[config.mk]
export PLATFORM = sky130hd
export DESIGN_NAME = sapb_lane
export DESIGN_NICKNAME = d
export VERILOG_FILES = /design/src/rtl/sapb_pkg.sv /design/src/rtl/sapb_lane.sv
export SDC_FILE = /design/constraint.sdc
export NUM_CORES = 2
export LEC_CHECK = 0
export BUFFER_PORTS_ARGS = -buffer_cell sky130_fd_sc_hd__clkbuf_2
export CORE_AREA = 2 2 268 270
export DETAILED_ROUTE_END_ITERATION = 8
export DIE_AREA = 0 0 270 272
export GPL_ROUTABILITY_DRIVEN = 0
export PLACE_DENSITY = 0.74
export SYNTH_ARGS = -nofsm -noshare
export SYNTH_HDL_FRONTEND = slang
export SYNTH_SLANG_ARGS = --single-unit
[constraint.sdc]
create_clock -name clk -period 6 [get_ports clk]
set_input_delay 0 -clock clk [delete_from_list [all_inputs] [get_ports clk]]
set_output_delay 0 -clock clk [all_outputs]
set_load 0.1 [all_outputs]
[src/rtl/sapb_pkg.sv]
// -----------------------------------------------------------------------------
// Straight alpha pixel blend package
// Word types, register codes, reset values and the shared arithmetic helpers.
// -----------------------------------------------------------------------------
`default_nettype none

package sapb_pkg;

	localparam int MAX_PIXELS          = 4;
	localparam int PIXELS_PER_ITEM_DEF = 4;
	localparam int CFG_INDEX_W         = 3;
	localparam int CFG_DATA_W          = 32;

	localparam logic [16:0] DIV255_MUL = 17'h08081;
	localparam logic [7:0]  FULL_ALPHA = 8'hFF;

	localparam logic [1:0] MODE_OPAQUE = 2'd0;

	typedef enum logic [CFG_INDEX_W-1:0] {
		REG_BLEND_MODE     = 3'd0,
		REG_ALPHA_BYTE     = 3'd1,
		REG_BLANKET_ALPHA  = 3'd2,
		REG_DST_OPAQUE     = 3'd3,
		REG_DST_COLOR_MASK = 3'd4
	} cfg_reg_t;

	typedef struct packed {
		logic [63:0] src_pair_lo;
		logic [63:0] src_pair_hi;
		logic [63:0] dst_pair_lo;
		logic [63:0] dst_pair_hi;
	} in_word_t;

	typedef struct packed {
		logic [63:0] out_pair_lo;
		logic [63:0] out_pair_hi;
	} out_word_t;

	typedef struct packed {
		logic [1:0]  blend_mode;
		logic [1:0]  alpha_byte;
		logic [7:0]  blanket_alpha;
		logic        dst_opaque;
		logic [31:0] dst_color_mask;
	} cfg_t;

	localparam cfg_t CFG_RESET = '{
		blend_mode:     2'd1,
		alpha_byte:     2'd3,
		blanket_alpha:  8'hFF,
		dst_opaque:     1'b0,
		dst_color_mask: 32'h00FF_FFFF
	};

	// Exact floor division by 255 for any product of two bytes.
	function automatic logic [7:0] div255(input logic [15:0] x);
		logic [32:0] p;
		p = 33'(x) * 33'(DIV255_MUL);
		return p[30:23];
	endfunction

	function automatic logic [7:0] mix_byte(input logic [7:0] s, input logic [7:0] d,
			input logic [7:0] a);
		logic [17:0] v;
		v = {2'b00, d, 8'h00} + 18'(s) * 18'({1'b0, a} + 9'd1) - 18'(d) * 18'(a);
		return v[15:8];
	endfunction

endpackage

`default_nettype wire

[src/rtl/sapb_lane.sv]
// -----------------------------------------------------------------------------
// Straight alpha pixel blend lane
// Three register stages that blend one source pixel over one destination pixel.
// -----------------------------------------------------------------------------
`default_nettype none

module sapb_lane
	import sapb_pkg::*;
(
	input  wire logic        clk,
	input  wire logic        adv,
	input  wire cfg_t        cfg,
	input  wire logic [31:0] src,
	input  wire logic [31:0] dst,
	output logic      [31:0] pix
);

	logic [4:0]  abit;
	logic [7:0]  sa_in;
	logic [7:0]  da_in;

	logic [31:0] src_s1, dst_s1, src_s2, dst_s2, src_s3, dst_s3;
	logic [7:0]  sa_s1, da_s1, sa_s2, da_s2, sa_s3, da_s3, wgt_s3;
	logic [15:0] prod_s1, prod_s3;

	logic [8:0]  alpha_sum;
	logic [31:0] mixed;

	assign abit  = {cfg.alpha_byte, 3'b000};
	assign sa_in = src[abit +: 8];
	assign da_in = dst[abit +: 8];

	always_ff @(posedge clk) begin
		if (adv) begin
			src_s1  <= src;
			dst_s1  <= dst;
			sa_s1   <= sa_in;
			da_s1   <= da_in;
			prod_s1 <= 16'(sa_in) * 16'(cfg.blanket_alpha);

			src_s2  <= src_s1;
			dst_s2  <= dst_s1;
			sa_s2   <= cfg.blend_mode[1] ? div255(prod_s1) : sa_s1;
			da_s2   <= (cfg.blend_mode[1] && cfg.dst_opaque) ? FULL_ALPHA : da_s1;

			src_s3  <= src_s2;
			dst_s3  <= dst_s2;
			sa_s3   <= sa_s2;
			da_s3   <= da_s2;
			prod_s3 <= 16'(sa_s2) * 16'(da_s2);
			wgt_s3  <= (cfg.blend_mode != MODE_OPAQUE && da_s2 == 8'h00) ? FULL_ALPHA : sa_s2;
		end
	end

	always_comb begin
		alpha_sum = {1'b0, sa_s3} + {1'b0, da_s3} - {1'b0, div255(prod_s3)};
		for (int k = 0; k < 4; k++) begin
			mixed[8*k +: 8] = mix_byte(src_s3[8*k +: 8], dst_s3[8*k +: 8], wgt_s3);
		end
		if (cfg.blend_mode == MODE_OPAQUE) begin
			pix = mixed & cfg.dst_color_mask;
		end else begin
			pix = mixed;
			for (int k = 0; k < 4; k++) begin
				if (cfg.alpha_byte == 2'(k)) begin
					pix[8*k +: 8] = alpha_sum[7:0];
				end
			end
		end
	end

endmodule

`default_nettype wire

# After elaboration in Yosys (flattened, before gate mapping)
# Cells that the tools add are included.
[totals]
reg_bits = 280
input_bits = 111
out_inout_bits = 32
wordCells = 56
[classes]
n_addsub = 11
n_mul = 12
eq_ne = 3
n_shift = 2
muxes = 6
n_bitwise = 1
n_reduce_logical = 6
[ops]
columns = ["cell", "count"]
rows = [
  ["8-bit by 8-bit multiplier with 16-bit output", 6],
  ["16-bit adder", 4],
  ["8-bit by 9-bit multiplier with 16-bit output", 4],
  ["32-bit by 6-bit indexed part select with 8-bit output", 2],
  ["16-bit subtractor", 4],
  ["16-bit by 16-bit multiplier with 31-bit output (second input constant)", 2],
  ["8-bit 2-to-1 mux", 5],
  ["32-bit bitwise AND", 1],
  ["32-bit 2-to-1 mux", 1],
  ["8-bit by 1-bit adder with 9-bit output (second input constant)", 1],
  ["8-bit adder", 1],
  ["8-bit logical NOT", 1],
  ["8-bit subtractor", 1],
  ["2-bit equality test (second input constant)", 2],
  ["2-bit logical NOT", 2],
  ["2-bit by 1-bit equality test with 1-bit output (second input constant)", 1],
  ["1-bit logical AND", 2],
  ["2-bit nonzero test", 1],
]

# Depth between registers and ports, before layout
[depth]
depth_word = 6
depth_mapped = 26
mapped_depth_nobuf = 25

# Least setup slack after synthesis
# No wires, ideal clock.
[synth_timing]
path_kind = "register -> output"
start = "register wgt_s3[3]"
end = "output pix[14]"
arrival_time_ns = 8.210
required_ns = 6.000
slack_ns = -2.210
stages_incl_launch_ff = 23
n_path_buf = 3
path_cell_list = "edfxtp_1 clkbuf_1 nand3_1 nor3_2 clkbuf_1 clkbuf_1 nand2_1 fa_1 inv_1 fa_1 fa_1 fa_1 fa_1 inv_1 fa_1 inv_1 ha_1 a21o_1 a21o_1 a221o_1 a21oi_1 mux2i_1 a311oi_1"
[synth_between]
elab_chain_cells = 6
word_cells_on_any_way = 8
cone_classes = "add/sub: 3; mul: 2; mux: 2; bitwise: 1"
[synth_lines]
columns = ["item", "line_no", "text"]
rows = [
  ["start, declared", "sapb_lane.sv:23", "logic [7:0] sa_s1, da_s1, sa_s2, da_s2, sa_s3, da_s3, wgt_s3;"],
  ["start signal, assigned", "sapb_lane.sv:51", "wgt_s3 <= (cfg.blend_mode != MODE_OPAQUE && da_s2 == 8'h00) ? FULL_ALPHA : sa_s2;"],
  ["8-bit by 1-bit adder with 9-bit output", "sapb_pkg.sv:65", "v = {2'b00, d, 8'h00} + 18'(s) * 18'({1'b0, a} + 9'd1) - 18'(d) * 18'(a);"],
  ["8-bit by 9-bit multiplier with 16-bit output", "sapb_pkg.sv:65", ""],
  ["16-bit adder", "sapb_pkg.sv:65", ""],
  ["16-bit subtractor (*)", "sapb_pkg.sv:65", ""],
  ["8-bit 2-to-1 mux or 32-bit bitwise AND (tied branches)", "sapb_lane.sv:65, sapb_lane.sv:61", ""],
  ["32-bit 2-to-1 mux (*)", "sapb_lane.sv:60", "if (cfg.blend_mode == MODE_OPAQUE) begin"],
  ["end, declared", "sapb_lane.sv:15", "output logic [31:0] pix"],
]
# Mark *: on every way between the ends. The rest lies on a longest branch, timed or not.

# Worst setup path in the final report
[layout_timing]
start = "register wgt_s3[1]"
end = "output pix[14]"
# Same word-level chain as after synthesis.

==> metrics <==
Congestion Overflow GR=0; crit path kind=flip-flop to primary output; DRT iter0 DRCs=1,633; sequential element share of the synthesized area=roughly a quarter; die area=between 0.07 and 0.08 mm^2; initial antenna violation count=3; Synthesized Nets=approximately 4.4k; via count=24.2k; top cells by area, synth=fa_1 30%, edfxtp_1 24%, ha_1 16%, inv_1 8.4%, and2_1 5.9%; Post-synth EDFFs=280; TritonRoute pass-1 iters=5; Final Skew=between 0.03 and 0.04 ns; synth cell count leaders=786 x inv_1, 527 x fa_1, 453 x ha_1; endpoint type of the worst setup path=primary output; failing checks=negative setup slack; Synth Cell Area=around 0.035 mm^2; Slew HR=~10%; Port Buf Inserts=142; area of the multi-input gates=approximately 0.025 mm^2; clock root cell=clkbuf_16; setup TNS=-22.58 ns; Avg Vias per Cell=5.18; I/O pins=roughly 140; CP most frequent cell=fa_1; Clock H-tree levels=1; synthesis-to-finish area growth=19.2%; vias in the first global route=26.0k; peak fanout along the critical path=8; worst path required time=6.00 ns; Post-Synthesis Cells=approximately 3.4k; sequential cell area=~0.0084 mm^2; Initial Util=49.6%; worst-margin pin slew=approximately 1.3 ns; RSZ-0062 raised after global routing=yes; global-route wire length before repair=142 mm; clock latency at the later pin of the worst-skew pair=between 0.5 and 0.6 ns; ys flop type=edfxtp_1; total track usage=around a quarter; mean routed wirelength per cell=approximately 19 um; TritonCTS clock tree=built; Synth cell types=between 60 and 70; min cycle time layout=7.03 ns; clock sinks=280; Die Ht=around 270 um; synthesized area per cell=roughly 10 um^2; Yosys top cell by area=fa_1; Remaining DRCs=0; Worst path slowest cell=fa_1; max-slew violations=0; Die Wd=270 um; antenna-violating nets left=0; final setup vio count=32; CTS Buffer Depth=3; Yosys warnings=0; top-count cell post-synth=inv_1; Routed WL=between 80 and 90 mm; Fillers=5,627; worst hold path class=input pin to flip-flop; Clock transition at path regs=roughly 0.06 ns; fin nets=between 4k and 5k; Final Cycle Share=117%; max cap viols=0; post-synth top area share=between 30 and 40%; CP Buf/Inv Count=6; Startpoint Class=flip-flop; Max stage delay on crit path=0.56 ns; post-DP HPWL=70.2 mm; Synth Register Bits=280; ys async rst share=0%; Hold Fails Final Rpt=0; Max Clk Rate=around 0.14 GHz; CP delay by family, top=adder cells; core box area=between 0.07 and 0.08 mm^2; worst path arrival time=roughly 7 ns; min setup slack post-route=-1.03 ns; cell row count=between 90 and 100; layout cells sized above 1=approximately 16%; status=complete, but fails checks; critical path cell sequence=ha_4 > nand3_2 > xnor2_2 > buf_6 > and2_1 > fa_1 > inv_1 > fa_1 > inv_1 > fa_1 > fa_1 > fa_1 > inv_1 > fa_1 > inv_1 > ha_1 > and3_4 > nand3_4 > nand2_2 > a221o_2 > a21oi_2 > mux2i_2 > a311oi_4 > buf_12; Num CTS Buffers=28; largest net degree at the start of global routing=171
==> layout by cell type, fill, tap and decap left out, types with 45 or more instances in the layout <==
cell type	instances
nand2_1	334
and2_1	319
fa_1	516
buf_4	179
nor2_1	45
ha_1	439
edfxtp_1	280
xnor2_1	65
inv_1	776
dlygate4sd3_1	68
clkbuf_2	109
==> stage by stage <==
stage	setup slack (ns)	hold WS [ns]	cell area [um^2]	std cells	util (%)
detailed placement	-0.428	0.196	39200	4538	55.4
finish	-1.03	0.0308	41800	4679	59.1
floorplan	-0.504	0.0989	35700	3353	-
global route	-1.23	0.0430	41800	4679	59.1
global placement	-0.329	0.193	39200	4538	55.4
CTS	-0.946	0.00593	41500	4670	58.7
==> registers in the layout (all words and copies together), names as in the netlist, 16 cells and up <==
signal and flops:
prod_s1 16, src_s2 32, src_s3 32, dst_s3 32, dst_s2 32, src_s1 32, dst_s1 32, prod_s3 16
==> metal layers <==
metal  GRT usage, %  vias up  routed length, um
met5              0        -                 13
met4           12.7        2               5360
met3           4.02      184               6310
met2           40.9      864              41800
met1           32.1    12100              35200
li1               -    11100                  -
==> what timing repair did <==
item                                    in CTS  in global routing
buffers inserted                            16                  9
hold endpoints to repair                    99                  0
resized for setup                          115                 58
cloned                                       1                  0
pin swaps                                   53                 35
endpoints found under the setup margin      32                 32
hold buffers                                68                  0
==> worst reg2reg max path: cells and delay by family (launching register included) <==
kind | cells | cell delay [ns]
simple gates | 2 | 0.44
xor+xnor | 1 | 0.12
fa+ha+maj | 5 | 2.25
compound gates | 5 | 0.80
buf+inv | 2 | 0.12
flops | 1 | 0.63
==> final timing paths <==
kind,from,end,slack [ns],cells after the start
worst max-delay path,wgt_s3[1],pix[14],-1.03,24
worst min-delay path,cfg[44],sa_s2[6],0.03,2
worst max register to register,sa_s2[3],prod_s3[13],1.38,15
worst min register to register,src_s2[7],src_s3[7],0.41,0
==> cell families after synthesis <==
group / synth area share, %
AOI/OAI and AO/OA: 3.85
xor gates and xnor gates: 2.66
adders and majority gates: 46.2
buffers and inverters: 9.57
DFF: 24.0
muxes: 1.21
and+or+nand+nor: 12.6
==> area by class of cell <==
class | count | share of cell area [%]
Multi-Input combinational cell | 2181 | 58.8
Sequential cell | 280 | 20.1
Timing Repair Buffer | 431 | 9.05
Inverter | 786 | 7.05
Tap cell | 950 | 2.84
Clock buffer | 30 | 1.69
Clock inverter | 20 | 0.470
Antenna cell | 1 | 0.00598
Power is not shown: default switching activity piles up to over one toggle a cycle in this logic, so the estimate is an artifact.
