[src/rtl/sapb_pkg.sv]
// -----------------------------------------------------------------------------
// Straight alpha pixel blend package
// Word types, register codes, reset values and the shared arithmetic helpers.
// -----------------------------------------------------------------------------
`default_nettype none

package sapb_pkg;

	localparam int MAX_PIXELS          = 4;
	localparam int PIXELS_PER_ITEM_DEF = 4;
	localparam int CFG_INDEX_W         = 3;
	localparam int CFG_DATA_W          = 32;

	localparam logic [16:0] DIV255_MUL = 17'h08081;
	localparam logic [7:0]  FULL_ALPHA = 8'hFF;

	localparam logic [1:0] MODE_OPAQUE = 2'd0;

	typedef enum logic [CFG_INDEX_W-1:0] {
		REG_BLEND_MODE     = 3'd0,
		REG_ALPHA_BYTE     = 3'd1,
		REG_BLANKET_ALPHA  = 3'd2,
		REG_DST_OPAQUE     = 3'd3,
		REG_DST_COLOR_MASK = 3'd4
	} cfg_reg_t;

	typedef struct packed {
		logic [63:0] src_pair_lo;
		logic [63:0] src_pair_hi;
		logic [63:0] dst_pair_lo;
		logic [63:0] dst_pair_hi;
	} in_word_t;

	typedef struct packed {
		logic [63:0] out_pair_lo;
		logic [63:0] out_pair_hi;
	} out_word_t;

	typedef struct packed {
		logic [1:0]  blend_mode;
		logic [1:0]  alpha_byte;
		logic [7:0]  blanket_alpha;
		logic        dst_opaque;
		logic [31:0] dst_color_mask;
	} cfg_t;

	localparam cfg_t CFG_RESET = '{
		blend_mode:     2'd1,
		alpha_byte:     2'd3,
		blanket_alpha:  8'hFF,
		dst_opaque:     1'b0,
		dst_color_mask: 32'h00FF_FFFF
	};

	// Exact floor division by 255 for any product of two bytes.
	function automatic logic [7:0] div255(input logic [15:0] x);
		logic [32:0] p;
		p = 33'(x) * 33'(DIV255_MUL);
		return p[30:23];
	endfunction

	function automatic logic [7:0] mix_byte(input logic [7:0] s, input logic [7:0] d,
			input logic [7:0] a);
		logic [17:0] v;
		v = {2'b00, d, 8'h00} + 18'(s) * 18'({1'b0, a} + 9'd1) - 18'(d) * 18'(a);
		return v[15:8];
	endfunction

endpackage

`default_nettype wire

[src/rtl/sapb_merge.sv]
// -----------------------------------------------------------------------------
// Straight alpha pixel blend merge stage
// Input skid word, pipeline valid tracking and the packed output register.
// -----------------------------------------------------------------------------
`default_nettype none

module sapb_merge
	import sapb_pkg::*;
#(
	parameter int LANES = MAX_PIXELS
) (
	input  wire logic                  clk,
	input  wire logic                  arst_n,
	input  wire logic                  item_valid,
	output logic                       item_stall,
	input  wire in_word_t              item_word,
	output logic                       res_valid,
	input  wire logic                  res_stall,
	output out_word_t                  res_word,
	input  wire logic [LANES-1:0][31:0] lane_pix,
	output logic                       adv,
	output in_word_t                   entry
);

	in_word_t         skid_q;
	logic             skid_vld_q;
	logic             vld_s1, vld_s2, vld_s3, vld_s4;
	logic             entry_vld;
	logic [3:0][31:0] pix4;
	out_word_t        res_s4;

	for (genvar g = 0; g < 4; g++) begin : g_pack
		if (g < LANES) begin : g_used
			assign pix4[g] = lane_pix[g];
		end else begin : g_zero
			assign pix4[g] = '0;
		end
	end

	assign adv        = !(vld_s4 && res_stall);
	assign entry      = skid_vld_q ? skid_q : item_word;
	assign entry_vld  = skid_vld_q || item_valid;
	assign item_stall = skid_vld_q;
	assign res_valid  = vld_s4;
	assign res_word   = res_s4;

	always_ff @(posedge clk or negedge arst_n) begin
		if (!arst_n) begin
			skid_vld_q <= 1'b0;
			vld_s1     <= 1'b0;
			vld_s2     <= 1'b0;
			vld_s3     <= 1'b0;
			vld_s4     <= 1'b0;
		end else if (adv) begin
			skid_vld_q <= 1'b0;
			vld_s1     <= entry_vld;
			vld_s2     <= vld_s1;
			vld_s3     <= vld_s2;
			vld_s4     <= vld_s3;
		end else if (item_valid && !skid_vld_q) begin
			skid_vld_q <= 1'b1;
		end
	end

	always_ff @(posedge clk) begin
		if (!adv && item_valid && !skid_vld_q) begin
			skid_q <= item_word;
		end
		if (adv) begin
			res_s4.out_pair_lo <= {pix4[1], pix4[0]};
			res_s4.out_pair_hi <= {pix4[3], pix4[2]};
		end
	end

endmodule

`default_nettype wire

[config.mk]
export PLATFORM = sky130hd
export DESIGN_NAME = sapb_merge
export DESIGN_NICKNAME = d
export VERILOG_FILES = /design/src/rtl/sapb_pkg.sv /design/src/rtl/sapb_merge.sv
export SDC_FILE = /design/constraint.sdc
export NUM_CORES = 1
export LEC_CHECK = 0
export BUFFER_PORTS_ARGS = -buffer_cell sky130_fd_sc_hd__buf_2
export CAP_MARGIN = 20
export CORE_AREA = 2 2 303 305
export DETAILED_ROUTE_END_ITERATION = 16
export DIE_AREA = 0 0 305 307
export HOLD_SLACK_MARGIN = 0.02
export PLACE_DENSITY_LB_ADDON = 0.12
export SLEW_MARGIN = 20
export SYNTH_ARGS = -nofsm -noshare
export SYNTH_HDL_FRONTEND = slang
export SYNTH_SLANG_ARGS = --single-unit
[constraint.sdc]
create_clock -name clk -period 44.1 [get_ports clk]
set_input_delay 8.82 -clock clk [delete_from_list [all_inputs] [get_ports clk]]
set_output_delay 8.82 -clock clk [all_outputs]
set_load 0.03 [all_outputs]
-- Word-level counts from Yosys, hierarchy flattened
Index checks and enable logic that the tools add are counted.
- shift operators: 0
- equality and inequality tests: 1
- bitwise logic cells: 0
- divide/modulo/power cells: 0
- $mul: 0
- reductions and logical operators: 7
- $add $sub $neg: 0
- $lt $le $gt $ge: 0
- multiplexer cells: 3
- operator list (kind ; count):
    two-way mux 256 bit ; 1
    logical AND 1 bit ; 4
    zero test 1 bit ; 2
    two-way mux 1 bit ; 2
    != test 2 x 1 -> 1 bit (second input constant) ; 1
    logical OR 1 bit ; 1
- output and inout port bits: 387
- bits in writable memories: 0
- word-level logic and storage cells: 22
- input port bits: 388
- bits in latches: 0
- register bits: 389
- bits in read-only memories: 0
- memories kept: 0

-- Longest topological paths before layout
Gate-level depths: netlist of run 1.
- word-level depth: 4
- mapped depth: 5
- depth with buffers taken out: 2

-- Worst setup path after synthesis of run 1
OpenSTA, ideal clock, no wires.
- path kind: input-to-reg
- start point: input port res_stall
- end point: register skid_q[0] (netlist bit), enable pin
- stages on the path: 2
- slack: 11349 ps
- arrival: 31513 ps
- buffers on the path: 0
- required time: 42862 ps
- setup time: 1238 ps
- cells stage by stage: nand2_1 > nor3b_1
- word-level cells in the longest chain between the ends: 3
- ends and longest elaborated chain (element ; RTL line ; source):
    start: declaration ; sapb_merge.sv:18 ; input wire logic res_stall,
    logical AND 1 bit ; sapb_merge.sv:40 ; assign adv = !(vld_s4 && res_stall);
    logical AND 1 bit (2 in a row) ; sapb_merge.sv:66 ; if (!adv && item_valid && !skid_vld_q) begin
    end signal: assignment ; sapb_merge.sv:67 ; skid_q <= item_word;
    end: declaration ; sapb_merge.sv:25 ; in_word_t skid_q;
No other way between the ends.
A chain may end at the register's enable or synchronous reset.

==> results of run 1 <==
## worst max-delay path, cell delays in order
cell and delay (ns):
buf_2 0.12, mux2_4 0.28, buf_2 0.19
## worst max path at each step
stage / start / depth (start not counted) / endpoint / slack [ns]
after detailed placement: item_word[68] / 3 / entry[68] / 25.85
after CTS: item_word[68] / 3 / entry[68] / 25.85
final: item_word[68] / 3 / entry[68] / 25.87
after global placement: item_word[68] / 3 / entry[68] / 25.84
after floorplan: res_stall / 2 / skid_q[0]$_DFFE_PP_ / 11.35
after global routing: item_word[68] / 3 / entry[68] / 25.84
## cell families after synthesis
group                  count (synthesis)  share of synthesized area [%]
multiplexers                         259                           23.4
flip-flops                           389                           74.4
buffers and inverters                 30                           1.99
AND/OR/NAND/NOR                        5                          0.160
## cell type report
class	instances	share of cell area, %
flip-flops and latches	389	52.4
repair buffers	782	17.8
multi-input cells	264	16.7
well taps	1186	6.67
clock buffers	66	5.99
clock inverters	20	0.411
diodes	3	0.0337
inverters	1	0.0169
## per-stage QoR
step,util (%),hold WS (ns),setup slack [ns],cells
finish,24.5,0.464,25.87,2711
global route,24.5,0.488,25.84,2709
CTS,24.5,0.471,25.85,2708
detailed placement,23.0,0.444,25.85,2622
global placement,23.0,0.448,25.84,2622
floorplan,-,0.430,11.35,683
## metal layers
metal	up-vias	routed length (um)	global-route usage [%]
met4	46	1590	3.94
met5	-	312	0
met1	4601	16100	9.23
li1	4342	-	-
met2	482	28500	20.4
met3	123	5780	5.71
## state kept, by name (all words and copies together) (netlist names)
name        flops
vld_s1          1
res_word      128
skid_q        256
res_valid       1
vld_s2          1
item_stall      1
vld_s3          1
## layout by cell type (no fill, tap or decap)
cell,count
buf_2,774
edfxtp_1,384
mux2_4,201
mux2_2,57
clkbuf_16,51
clkbuf_1,15
clkinv_1,13
buf_4,6
clkinv_2,5
dfrtp_1,4
diode_2,3
nor2_1,2
buf_12,2
nand2_4,1
nor3b_2,1
inv_1,1
mux2i_1,1
nand2b_1,1
inv_6,1
clkinv_4,1
dfrtp_4,1
## power by group through the flow
stage	clock network [mW]	logic, mW	registers, mW
after floorplan	0	0.198	0.544
after global routing	0.401	0.349	0.482
after CTS	0.388	0.340	0.478
final	0.369	0.332	0.477
after global placement	0	0.341	0.485
after detailed placement	0	0.340	0.485
==> results.md, run 1 <==
* Gr ovfl total at 0
* Leak at about 9.2 nW
* Final critical-path required period at 18.23 ns
* Residual DRC at 0
* First-pass GRT wire length at between 70 and 80 mm
* Synth cell count leaders: 384 x edfxtp_1, 201 x mux2_4, 57 x mux2_2
* Yosys warns at 0
* Die Footprint at 0.0936 sq mm
* Layout cells sized above 1 at 72.3%
* CTS Buf Count at 50
* Reg power frac at 40.5%
* Hold path endpoint: res_valid$_DFFE_PN0P_
* GRT Overall Usage at between 10% and 20%
* Area leader, netlist: edfxtp_1
* P per Cell Area at between 50 and 60 mW/mm^2
* Cell Area, Synth at 0.0157 sq mm
* CP arrival at between 9 and 10 ns
* Largest cells by area after synthesis: edfxtp_1 74%, mux2_4 19%, mux2_2 4.1%
* Routability Congestion at around 0.75
* Fillers at 9540
* Clk pwr share at a little under a third
* Post-Route WL at between 50 and 60 mm
* Combinational share of power at 28.2%
* Post-route cell area at 0.0222 sq mm
* Avg Cell Area, Syn at 22.9 sq um
* DR vias at 9594
* Postcts setup bufs at 0
* Worst slew pin tran at 1.13 ns
* Top Ports at 775
* Port bufs at 774
* Placed cell areas at 0.0208 sq mm
* Vias in the first global route at ~10000
* Std cell rows at between 100 and 150
* First-pass DRT Iterations at 4
* Switching Fraction at between 30% and 40%
* Die width at 305 um
* Average wire per standard cell at 19.3 um
* EDFF count, synth at ~380
* Pin count of the biggest net entering global routing at 139
* RSZ-0062 raised after global routing: no
* Critical register-to-register path startpoint: item_stall$_DFFE_PN0P_
* Crit share post-route at around two fifths
* Yosys reg bits at a little under 400
* Status: finished clean
* CP required at 35.28 ns
* Cts hold-fix bufs at 0
* Crit. End Element: output pin
* CTS tree: yes
* Starting Density at ~17%
* Worst min path class: flip-flop to flip-flop
* Async S/R FF share, synth at 1.29%
* Sequential Area at ~0.012 sq mm
* Antenna-violating nets left at 0
* Setup violators final at 0
* NetSw at 390 uW
* Clock Skew at 0.0152 ns
* Vias per inst at approximately 3.5
* Multi-input gate area at 0.00371 sq mm
* Hold Vio Cnt, Final at 0
* Die Y at 307 um
* P_int at 788 uW
* R2R cell count at 3
* Core Area at 0.0907 sq mm
* Syn_nets at about 1100
* Min-Delay Path Depth at 1
* CTS clk-pin slew, worst paths at 0.05 ns
* Final slew viol count at 0
* Setup TNS at 0 ns
* Post-synth top flop: edfxtp_1
* DPL Wire Length at 39.2 mm
* Sequential area share after synthesis at roughly three quarters
* Clock root buffer: clkbuf_16
* Clk_lat worst skew at slightly below 0.6 ns
* Worst-path fanout max at 2
* Syn Inst Count at 683
* Clk buf depth at 3
* Slew margin rel. at 24.5%
* Initial antenna violation count at 30
* 1st-iter DRT viols at 411
* Reg-to-Reg End: skid_q[149]$_DFFE_PP_
* Number of max-cap violations at 0
* Area grow syn2layout at 42.0%
* Reg2Reg Setup Slack at 41.07 ns
* Hold_sp: vld_s3$_DFFE_PN0P_
* Final Net Count at 1876
* Most numerous cell in the Yosys netlist: edfxtp_1
* Max Fclk at 0.0549 GHz
* Startpoint types: primary input
* Setup Crit Path Kind: primary input to output pin
* Overall Power at 1.18 mW
* Top cell type's share of synthesized area at between 70% and 80%
* H-tree Lvls at 2
* Synth unique cells at 12
* VDD IR max at 0.0302 mV
* Post-CTS sizing at 0
* Sink Count at slightly below 400
Power figures use the tool's default switching activity.
==> run 2: changes to the inputs <==
==> constraint.sdc (replaced) <==
create_clock -name clk -period 18.7 [get_ports clk]
set_input_delay 3.74 -clock clk [delete_from_list [all_inputs] [get_ports clk]]
set_output_delay 3.74 -clock clk [all_outputs]
set_load 0.03 [all_outputs]
==> results.md, run 2 (synthesized netlist as in run 1, its figures left out) <==
* Worst min path class: flip-flop to flip-flop
* Max FFs per register at about 260
* Pin count of the biggest net entering global routing at 150
* CTS clk-pin slew, worst paths at 0.06 ns
* Worst slew pin tran at 1.20 ns
* Clk buf depth at 3
* Port bufs at a little under 800
* Die Footprint at 0.0936 sq mm
* Vias in the first global route at 10400
* Setup TNS at 0 ns
* Postcts setup bufs at 0
* 1st-iter DRT viols at 365
* Slew margin rel. at 19.7%
* Final critical-path required period at about 8.4 ns
* Vias per inst at between 3 and 4
* Die width at 305 um
* Post-Route WL at about 52 mm
* Startpoint types: primary input
* Crit. End Element: output pin
* Most frequent cells in the layout: 774 x buf_2, 384 x edfxtp_1, 201 x mux2_4, 57 x mux2_2, 51 x clkbuf_16
* Combinational share of power at 27.5%
* Most flop-heavy register: skid_q
* GRT Overall Usage at 10.7%
* Initial antenna violation count at 22
* Average wire per standard cell at 19.2 um
* Final slew viol count at 0
* Reg power frac at about two fifths
* Setup Crit Path Kind: primary input to output pin
* H-tree Lvls at 2
* GR Layer Usage met2 at 20.2%
* Setup violators final at 0
* P per Cell Area at 127 mW/mm^2
* Worst path max stage delay at ~0.42 ns
* Antenna-violating nets left at 0
* Layout cells sized above 1 at a little over 70%
* Final Net Count at between 1500 and 2000
* Clk_lat worst skew at 0.63 ns
* CP dominant cell by count: buf_2
* Grt met1 use at around a tenth
* Std cell rows at ~110
* Overall Power at 2.83 mW
* First-pass GRT wire length at 73.3 mm
* Number of max-cap violations at 0
* DPL Wire Length at 39.1 mm
* Gr ovfl total at 0
* GRT met3 Usage at 4.93%
* Area grow syn2layout at 42.9%
* Post-CTS sizing at 0
* First-pass DRT Iterations at 4
* Crit share post-route at 44.8%
* P_int at between 1.5 and 2 mW
* Starting Density at between 10% and 20%
* VDD IR max at 0.0876 mV
* Residual DRC at 0
* Core Area at 0.0907 sq mm
* CTS Buf Count at 51
* Most common library cell in the layout ignoring fill and taps: buf_2
* Leak at 9.26 nW
* Hold Vio Cnt, Final at 0
* RSZ-0062 raised after global routing: no
* CP arrival at 4.63 ns
* Clock Skew at 0.0147 ns
* Worst-path fanout max at 70
* Clock root buffer: clkbuf_16
* Status: finished clean
* Worst-path cell chain: buf_2, nand2_8, buf_2
* Crit path buf inv count at 2
* CP required at 14.96 ns
* CTS tree: yes
* NetSw at 939 uW
* Cts hold-fix bufs at 0
* Die Y at 307 um
* Top Ports at 775
* Cell family with most CP delay: buffers and inverters
* Sink Count at 389
* DR vias at 9546
* Fillers at 9548
* Switching Fraction at roughly a third
* CP max-delay cell: nand2_8
* Max Fclk at 0.119 GHz
* Routability Congestion at around 0.74
* Busiest grt layer: met2
* Clk pwr share at about a third
## run 2: final timing paths
path                                          end  slack (ns)                    from  cells after the start
max in group asynchronous  item_stall$_DFFE_PN0P_       15.61                  arst_n                      1
max reg2reg                 skid_q[180]$_DFFE_PP_       15.19  item_stall$_DFFE_PN0P_                      4
min in group asynchronous  item_stall$_DFFE_PN0P_        2.94                  arst_n                      1
max                                           adv       10.33               res_stall                      3
min                         res_valid$_DFFE_PN0P_        0.47      vld_s3$_DFFE_PN0P_                      1
min reg2reg                 res_valid$_DFFE_PN0P_        0.47      vld_s3$_DFFE_PN0P_                      1
## run 2: final cells by class
type | instances | area, sq um | area share (%)
Timing Repair Buffer | 781 | 3950 | 17.7
Tap cell | 1186 | 1480 | 6.63
Clock inverter | 28 | 215 | 0.962
Clock buffer | 65 | 1330 | 5.94
Inverter | 1 | 3.75 | 0.0168
Multi-Input combinational cell | 264 | 3720 | 16.6
Antenna cell | 4 | 10.0 | 0.0447
Sequential cell | 389 | 11700 | 52.1
## run 2: per-stage QoR
step                worst slack [ns]  cell area [sq um]  std cells  util (%)  hold slack [ns]
CTS                            10.30              22400       2714      24.7            0.475
detailed placement             10.29              20800       2621      23.0            0.457
global route                   10.25              22400       2717      24.7            0.505
floorplan                       3.31              15700        683         -            0.430
global placement               10.31              20800       2621      23.0            0.452
finish                         10.33              22400       2718      24.7            0.472
## run 2: per-layer routing
layer / wire [um] / up-vias
met4: 1890 / 34
met2: 28200 / 467
met5: 239 / -
met1: 16800 / 4579
met3: 5070 / 115
li1: - / 4351
## run 2: power groups by stage
stage	Clock [mW]	Combinational (mW)	Sequential [mW]
after global placement	0	0.796	1.15
final	0.922	0.779	1.13
after global routing	0.997	0.820	1.14
after CTS	0.972	0.795	1.13
after floorplan	0	0.468	1.25
after detailed placement	0	0.794	1.15
## run 2: worst register-to-register path: stages, from the launching register on
cell,delay [ns]
dfrtp_4,0.75
buf_12,0.34
nor3b_4,0.38
buf_12,0.63
buf_4,0.95
